==> config.mk <==
export PLATFORM = sky130hd
export DESIGN_NAME = sibq_fifo
export DESIGN_NICKNAME = d
export VERILOG_FILES = /design/src/hdl/sibq_pkg.sv /design/src/hdl/sibq_fifo.sv
export SDC_FILE = /design/constraint.sdc
export NUM_CORES = 1
export LEC_CHECK = 0
export BUFFER_PORTS_ARGS = -buffer_cell sky130_fd_sc_hd__buf_4
export CORE_MARGIN = 1
export CORE_UTILIZATION = 35
export CTS_CLUSTER_DIAMETER = 100
export CTS_CLUSTER_SIZE = 28
export DETAILED_ROUTE_END_ITERATION = 8
export PLACE_DENSITY_LB_ADDON = 0.3
export SLEW_MARGIN = 10
export SYNTH_ARGS = -nofsm -noshare
export SYNTH_HDL_FRONTEND = slang
export SYNTH_SLANG_ARGS = --single-unit
==> constraint.sdc <==
create_clock -name clk -period 5.75 [get_ports clk]
set_input_delay 0.575 -clock clk [delete_from_list [all_inputs] [get_ports clk]]
set_output_delay 0.575 -clock clk [all_outputs]
set_load 0.01 [all_outputs]
==> src/hdl/sibq_pkg.sv <==
// Package for the seed index bucket query block: widths, opcodes, item types
// and the location packing function. No dependencies; every other file imports it.
package sibq_pkg;

    localparam int MAP_BITS    = 12;
    localparam int KEY_DEPTH   = 65536;
    localparam int MAX_BUCKET  = 64;
    localparam int NUM_BUCKETS = 1 << MAP_BITS;

    localparam int HASH_W = 33;
    localparam int POS_W  = 21;
    localparam int ADDR_W = 16;
    localparam int DATA_W = 64;
    localparam int END_W  = 17;
    localparam int KEY_AW = $clog2(KEY_DEPTH);
    localparam int CNT_W  = $clog2(MAX_BUCKET + 1);

    localparam int TARGET_W     = 32;
    localparam int CHROM_LSB    = 32;
    localparam int CHROM_W      = 10;
    localparam int STRAND_BIT   = 42;
    localparam int KEY_ID_LSB   = STRAND_BIT + 1;
    localparam int KEY_ID_W     = DATA_W - KEY_ID_LSB;
    localparam int SEED_ID_W    = HASH_W - MAP_BITS;
    localparam int ID_CMP_W     = (KEY_ID_W > SEED_ID_W) ? KEY_ID_W : SEED_ID_W;
    localparam int CHROM_SHIFT  = 53;
    localparam int TARGET_SHIFT = 23;

    localparam int Q_DEPTH = 4;
    localparam int Q_AW    = $clog2(Q_DEPTH);

    typedef enum logic [1:0] {
        OP_BUCKET_END = 2'd0,
        OP_KEY_WORD   = 2'd1,
        OP_QUERY      = 2'd2,
        OP_UNUSED     = 2'd3
    } sibq_op_t;

    typedef enum logic [1:0] {
        BK_IDLE,
        BK_SCAN,
        BK_FINISH
    } sibq_back_state_t;

    typedef struct packed {
        sibq_op_t           opcode;
        logic [ADDR_W-1:0]  address;
        logic [DATA_W-1:0]  write_data;
        logic [HASH_W-1:0]  seed_hash;
        logic               seed_strand;
        logic [POS_W-1:0]   seed_position;
    } sibq_cmd_t;

    typedef struct packed {
        logic [DATA_W-1:0]  location;
        logic               hit;
        logic               truncated;
        logic               last;
    } sibq_res_t;

    // One entry of the queue between the front and the back: a key store
    // write or a query with its resolved scan range.
    typedef struct packed {
        logic                  is_query;
        logic [KEY_AW-1:0]     key_addr;
        logic [DATA_W-1:0]     key_data;
        logic [SEED_ID_W-1:0]  seed_id;
        logic                  strand;
        logic [POS_W-1:0]      qpos;
        logic [KEY_AW-1:0]     start;
        logic [CNT_W-1:0]      count;
        logic                  trunc;
    } sibq_job_t;

    function automatic logic [DATA_W-1:0] pack_location(
        input logic [DATA_W-1:0] key,
        input logic              strand,
        input logic [POS_W-1:0]  qpos
    );
        logic                s;
        logic [POS_W:0]      delta;
        logic [TARGET_W:0]   shifted;
        logic [DATA_W-1:0]   loc;
        s = key[STRAND_BIT] ^ strand;
        // The offset is 2^POS_W, so the reverse strand term never goes negative.
        delta = s ? {1'b0, qpos} : ({1'b1, {POS_W{1'b0}}} - {1'b0, qpos});
        shifted = {1'b0, key[TARGET_W-1:0]} + (TARGET_W + 1)'(delta);
        loc = (DATA_W'(key[CHROM_LSB +: CHROM_W]) << CHROM_SHIFT)
            | (DATA_W'(shifted) << TARGET_SHIFT)
            | (DATA_W'(qpos) << 1)
            | DATA_W'(s);
        return loc;
    endfunction

endpackage

==> src/hdl/sibq_fifo.sv <==
// Small job queue between the front and the back of the bucket query block.
// Depends on sibq_pkg for the job type and the queue depth.
module sibq_fifo (
    input  logic                clk,
    input  logic                rst_n,
    input  logic                push,
    input  sibq_pkg::sibq_job_t push_data,
    output logic                full,
    input  logic                pop,
    output sibq_pkg::sibq_job_t pop_data,
    output logic                empty
);
    import sibq_pkg::*;

    sibq_job_t        slot_reg [Q_DEPTH];
    logic [Q_AW-1:0]  wr_ptr_reg;
    logic [Q_AW-1:0]  rd_ptr_reg;
    logic [Q_AW:0]    count_reg;
    logic [Q_AW:0]    count_next;

    assign full     = (count_reg == (Q_AW + 1)'(Q_DEPTH));
    assign empty    = (count_reg == '0);
    assign pop_data = slot_reg[rd_ptr_reg];

    always_comb
    begin
        count_next = count_reg;
        if (push && !pop)
        begin
            count_next = count_reg + 1'b1;
        end
        else if (pop && !push)
        begin
            count_next = count_reg - 1'b1;
        end
    end

    always_ff @(posedge clk)
    begin
        if (push)
        begin
            slot_reg[wr_ptr_reg] <= push_data;
        end
    end

    always_ff @(posedge clk or negedge rst_n)
    begin
        if (!rst_n)
        begin
            wr_ptr_reg <= '0;
            rd_ptr_reg <= '0;
            count_reg  <= '0;
        end
        else
        begin
            if (push)
            begin
                wr_ptr_reg <= wr_ptr_reg + 1'b1;
            end
            if (pop)
            begin
                rd_ptr_reg <= rd_ptr_reg + 1'b1;
            end
            count_reg <= count_next;
        end
    end

endmodule

==> results of run 1 <==
logic make-up after synthesis:
family                   count (synthesis)  share of synthesized area [%]
AO/OA/AOI/OAI                            1                        0.02300
XOR/XNOR                                 6                         0.2418
adder cells (fa/ha/maj)                  6                         0.3799
buffers and inverters                   38                          1.157
flip-flops                             599                          82.59
multiplexers                           149                          15.39
AND/OR/NAND/NOR                          9                         0.2245
final cells by class:
| type | instances | area share, % |
|---|---|---|
| sequential | 599 | 69.63 |
| multi-input combinational | 171 | 13.74 |
| timing repair buffer | 314 | 9.488 |
| tap | 782 | 3.793 |
| clock buffer | 38 | 2.780 |
| clock inverter | 7 | 0.5142 |
| inverter | 4 | 0.05821 |
report_power, final:
part           total [mW]  internal (mW)  leakage [nW]  switching [mW]
logic                4.11           2.07          2.60            2.05
clock network        2.31          0.993         0.408            1.32
registers            5.98           5.70          5.52           0.287
total                12.4           8.76          8.52            3.65
critical path, stage by stage (launching register included):
cell,delay [ns]
dfrtp_4,0.94
buf_12,0.43
mux4_2,0.60
buf_4,0.16
path summary, 6_finish.rpt:
| check | start | endpoint | slack (ns) | cells after the start |
|---|---|---|---|---|
| min in group asynchronous | rst_n | count_reg[2]$_DFFE_PN0P_ | 0.33 | 2 |
| hold reg to reg | count_reg[2]$_DFFE_PN0P_ | count_reg[2]$_DFFE_PN0P_ | 0.49 | 1 |
| setup reg to reg | wr_ptr_reg[0]$_DFFE_PN0P_ | slot_reg[2][50]$_DFFE_PP_ | 3.44 | 4 |
| max in group asynchronous | rst_n | rd_ptr_reg[0]$_DFFE_PN0P_ | 5.29 | 2 |
| hold / removal | pop | rd_ptr_reg[0]$_DFFE_PN0P_ | 0.17 | 2 |
| setup / recovery | rd_ptr_reg[0]$_DFFE_PN0P_ | pop_data[82] | 2.27 | 3 |
synthesized netlist by cell type:
| master | instances |
|---|---|
| nand2_1 | 2 |
| fa_1 | 1 |
| edfxtp_1 | 592 |
| xor2_1 | 4 |
| ha_1 | 5 |
| nor3b_1 | 1 |
| buf_2 | 18 |
| nor3_1 | 1 |
| xnor2_1 | 2 |
| inv_1 | 4 |
| dfrtp_1 | 7 |
| and2_1 | 4 |
| clkbuf_1 | 4 |
| o21ai_0 | 1 |
| buf_4 | 1 |
| mux2_2 | 1 |
| buf_6 | 11 |
| nor2_1 | 1 |
| mux4_2 | 148 |
through the flow:
step / cells / worst slack, ns / power (mW)
floorplan: 808 / 1.224 / 8.523
CTS: 1915 / 2.165 / 12.67
detailed placement: 1869 / 2.843 / 10.36
global route: 1915 / 2.037 / 13.01
global placement: 1869 / 2.840 / 10.32
finish: 1915 / 2.274 / 12.41
what timing repair did:
action / in CTS / in global routing
hold endpoints to repair: 7 / 0
hold buffers: 1 / 0
gates resized for setup: 0 / 0
buffers inserted: 0 / 0
metal layers:
metal / up-vias / track usage (%)
li1: 4077 / -
met1: 5022 / 17.29
met2: 198 / 23.29
met3: 41 / 3.489
met4: 6 / 2.474
met5: - / 0
cells in the final DEF (no fill, tap or decap), types with 2 or more instances in the layout:
cell / netlist / routed
edfxtp_1: 592 / 592
buf_4: 1 / 306
mux4_2: 148 / 148
clkbuf_16: 0 / 27
clkbuf_1: 4 / 11
buf_12: 0 / 7
ha_1: 5 / 5
dfrtp_1: 7 / 5
inv_1: 4 / 4
and2_4: 0 / 4
xor2_1: 4 / 4
xnor2_1: 2 / 2
nand2_1: 2 / 2
inv_6: 0 / 2
bufinv_16: 0 / 2
dfrtp_4: 0 / 2
==> metrics.csv, run 1 <==
metric;value;unit
root buffer cell;clkbuf_16;
filler cell count;5220;
fmax;287.7;MHz
metal1 wirelength;17780;µm
fin. max-slew vios;0;
Synth-to-Final Area Change;18.66;%
status;finished, final reports clean;
peak fanout along the critical path;61;
number of global-route vias before repair;10100;
CTS tree;yes;
max cap viols;0;
worst hold path class;in -> reg;
Slew headroom;35.88;%
Final Hold Viols;0;
Worst Setup Path Type;reg -> out;
mapped cell area;0.02174;mm²
Chip Height;251.2;µm
gr usage total;13.49;%
met2 routed WL;21720;µm
Post-Syn Nets;966;
metal3 WL;2635;µm
DRT iter0 DRCs;479;
die area;0.06311;mm²
drt via density;4.879;
cts bufs inserted;27;
dominant cells by area after synthesis;edfxtp_1, mux4_2, dfrtp_1;
Port Buf Inserts;301;
total grt overflow;0;
pin count of the biggest net entering global routing;77;
RSZ-0062 raised after global routing;false;
peak supply drop;0.2691;mV
first-pass GRT wire length;64220;µm
NumNets Final;1275;
area post-placement;0.02493;mm²
footprint of the multi-input gates;0.003543;mm²
syn avg cell area;26.90;µm²
Fin Clk Skew;0.02198;ns
core area;0.06081;mm²
sequential share of the synthesized area;82.59;%
I/O pins;302;
Power Dens Cells;481.1;mW/mm²
final routed DRC violation total;0;
post-synth top area share;81.78;%
Initial Utilization;35.75;%
Tcrit/Tclk final;60.44;%
fin crit period;3.476;ns
YS warnings;0;
Hold WS;0.1706;ns
Core Util, Final;42.42;%
Synth Instances;808;
Final HPWL DP;25370;µm
max layer used;met5;
vias;9344;
WL final;42830;µm
share of cells above drive strength 1;44.31;%
Final ANT Viol Nets;0;
CTS sink cnt;599;
number of flip-flops in the largest register;592;
routed len/inst;22.37;µm
Worst-path clk slew;0.10;ns
Seq cells post-synth;599;
Longest Clk Path Bufs;3;
# diodes;0;
row count;90;
Synth cell types;19;
Final TNS setup;0;ns
Reg area;0.01796;mm²
Clk Latency, worst-skew pair;0.59;ns
Setup-failing EPs final;0;
TritonRoute pass-1 iters;4;
GPL Wtd Cong;0.6872;
htree depth;1;
initial antenna violation count;3;
CP startpoint kind;register;
Worst-Margin Slew;0.9618;ns
WP data arrival;2.90;ns
Lkg Pwr;8.524;nW
Final Cell Area;0.02579;mm²
Crit. End Element;output port;
Die W;251.2;µm
required time worst endpoint;5.18;ns
dominant cell type by area after synthesis;edfxtp_1;
Power figures use the tool's default switching activity.
==> run 2: changes to the inputs <==
ABC_AREA = 1   (was not set)
clock period = 2.8 ns   (was 5.75 ns; I/O delays follow)
==> metrics.csv, run 2 <==
metric;value;unit
area post-placement;0.02720;mm²
setup slack after layout;0.1968;ns
pre-CTS WS;0.6194;ns
post-synth top area share;73.98;%
Port Buf Inserts;301;
routed len/inst;16.86;µm
Crit. End Element;output port;
count leader, synth;edfxtp_1;
Worst-Margin Slew;0.7740;ns
worst hold path class;in -> async;
Final TNS setup;0;ns
Critical R2R Launch;wr_ptr_reg[0]$_DFFE_PN0P_;
CTS tree;yes;
Final ANT Viol Nets;0;
Power Dens Cells;955.5;mW/mm²
DRT iter0 DRCs;926;
Final Cell Area;0.02947;mm²
fmax;384.1;MHz
asr flop ratio synth;1.169;%
htree depth;1;
WP data arrival;2.32;ns
Die W;264.0;µm
WL final;51990;µm
required time worst endpoint;2.52;ns
dominant cells by area after synthesis;edfxtp_1, o211ai_1, nand2_1;
drt via density;4.611;
Synth Instances;1775;
Lkg Pwr;11.49;nW
# diodes;0;
peak fanout along the critical path;72;
Clk Latency, worst-skew pair;0.59;ns
most frequent cells in the layout;edfxtp_1, nand2_1, buf_4;
Final Hold Viols;0;
Power, Total;28.16;mW
gr usage total;14.64;%
total stage count of the critical path;5;
number of flip-flops in the largest register;592;
CTS sink cnt;599;
TritonRoute pass-1 iters;5;
RSZ-0062 raised after global routing;false;
core area;0.06751;mm²
number of enable flip-flop cells after synthesis;592;
Worst-path clk slew;0.11;ns
Post-Syn Nets;1933;
Synth cell types;18;
syn avg cell area;13.54;µm²
Final HPWL DP;30780;µm
commonest non-fill, non-tap cell in the layout;edfxtp_1;
fin. max-slew vios;0;
Chip Height;264.0;µm
row count;95;
Initial Utilization;35.59;%
cts bufs inserted;25;
Hold WS;0.08202;ns
Top FF cell, synth;edfxtp_1;
Synth-to-Final Area Change;22.65;%
total grt overflow;0;
sequential share of the synthesized area;74.71;%
Setup-failing EPs final;0;
initial antenna violation count;2;
crit path from;rd_ptr_reg[1]$_DFFE_PN0P_;
Slew headroom;48.29;%
CP max stage delay;0.62;ns
Seq cells post-synth;599;
Post-CTS Setup Bufs;0;
YS warnings;0;
peak supply drop;0.6743;mV
Worst Setup Path Type;reg -> out;
GPL Wtd Cong;0.7400;
I/O pins;302;
CP cell instances;inv_6 -> buf_12 -> o211ai_1 -> nand2_1 -> buf_4;
die area;0.06970;mm²
max cap viols;0;
NumNets Final;2350;
CP startpoint kind;register;
status;finished, final reports clean;
root buffer cell;clkbuf_16;
Longest Clk Path Bufs;3;
R2R depth;5;
pin count of the biggest net entering global routing;122;
share of cells above drive strength 1;17.38;%
final routed DRC violation total;0;
count of buffer and inverter cells on the critical path;3;
critical path's top delay family;buffers and inverters;
slowest stage cell, crit path;dfrtp_4;
Fin Clk Skew;0.01160;ns
number of global-route vias before repair;14430;
vias;14220;
first-pass GRT wire length;80560;µm
Tcrit/Tclk final;92.97;%
mapped cell area;0.02403;mm²
Post-synth top cells;edfxtp_1, nand2_1, inv_1;
fin crit period;2.603;ns
dominant cell type by area after synthesis;edfxtp_1;
## run 2: changes by cell type after synthesis, sizes merged, moves of 4 or more
cell    delta
and2       -4
buf       +67
inv      +304
mux4     -148
nand2    +455
o211ai   +296
## run 2: worst paths after layout
check	end	slack [ns]
worst max register to register	slot_reg[0][63]$_DFFE_PP_	0.70
worst min-delay path	rd_ptr_reg[0]$_DFFE_PN0P_	0.08
worst max-delay path	pop_data[61]	0.20
max in group asynchronous	rd_ptr_reg[1]$_DFFE_PN0P_	2.55
worst min register to register	count_reg[2]$_DFFE_PN0P_	0.53
min in group clk	slot_reg[0][3]$_DFFE_PP_	0.42
## run 2: what timing repair did
item                                   CTS  global route
hold buffers                           151             0
endpoints found under the hold margin  602             0
setup endpoints to repair                0             0
gates resized for setup                  0             0
## run 2: final cells by class
class                   instances  area [µm²]
clock buffers                  41       685.7
fillers                      6103       38050
well taps                     873        1092
flip-flops and latches        599       17960
inverters                     308        1176
multi-input cells             768        4101
clock inverters                 4       72.57
repair buffers                490        4382
## run 2: where the power goes
group | total (mW) | internal (mW) | switching [mW]
Sequential | 12.1 | 11.7 | 0.454
Clock | 4.50 | 1.89 | 2.61
Combinational | 11.5 | 4.61 | 6.90
Total | 28.2 | 18.2 | 9.97
## run 2: cells by family after synthesis
logic type      after synthesis  synth area share [%]
compound gates              297                 9.269
simple gates                461                 7.228
flops                       599                 74.71
xor+xnor                      4                0.1458
buf+inv                     408                 8.300
fa+ha+maj                     6                0.3437
## run 2: routing by layer
metal  GRT usage [%]  wire [µm]  up-vias
li1                -          -     6984
met1           18.91      23220     6893
met2           25.87      25540      273
met3           2.023       2132       62
met4           3.583       1070        4
met5               0         28        -
## run 2: metrics by stage
step,instances,util (%)
after CTS,3083,43.65
final,3083,43.65
after global routing,3083,43.65
after floorplan,1775,-
after detailed placement,2887,40.29
after global placement,2887,40.29
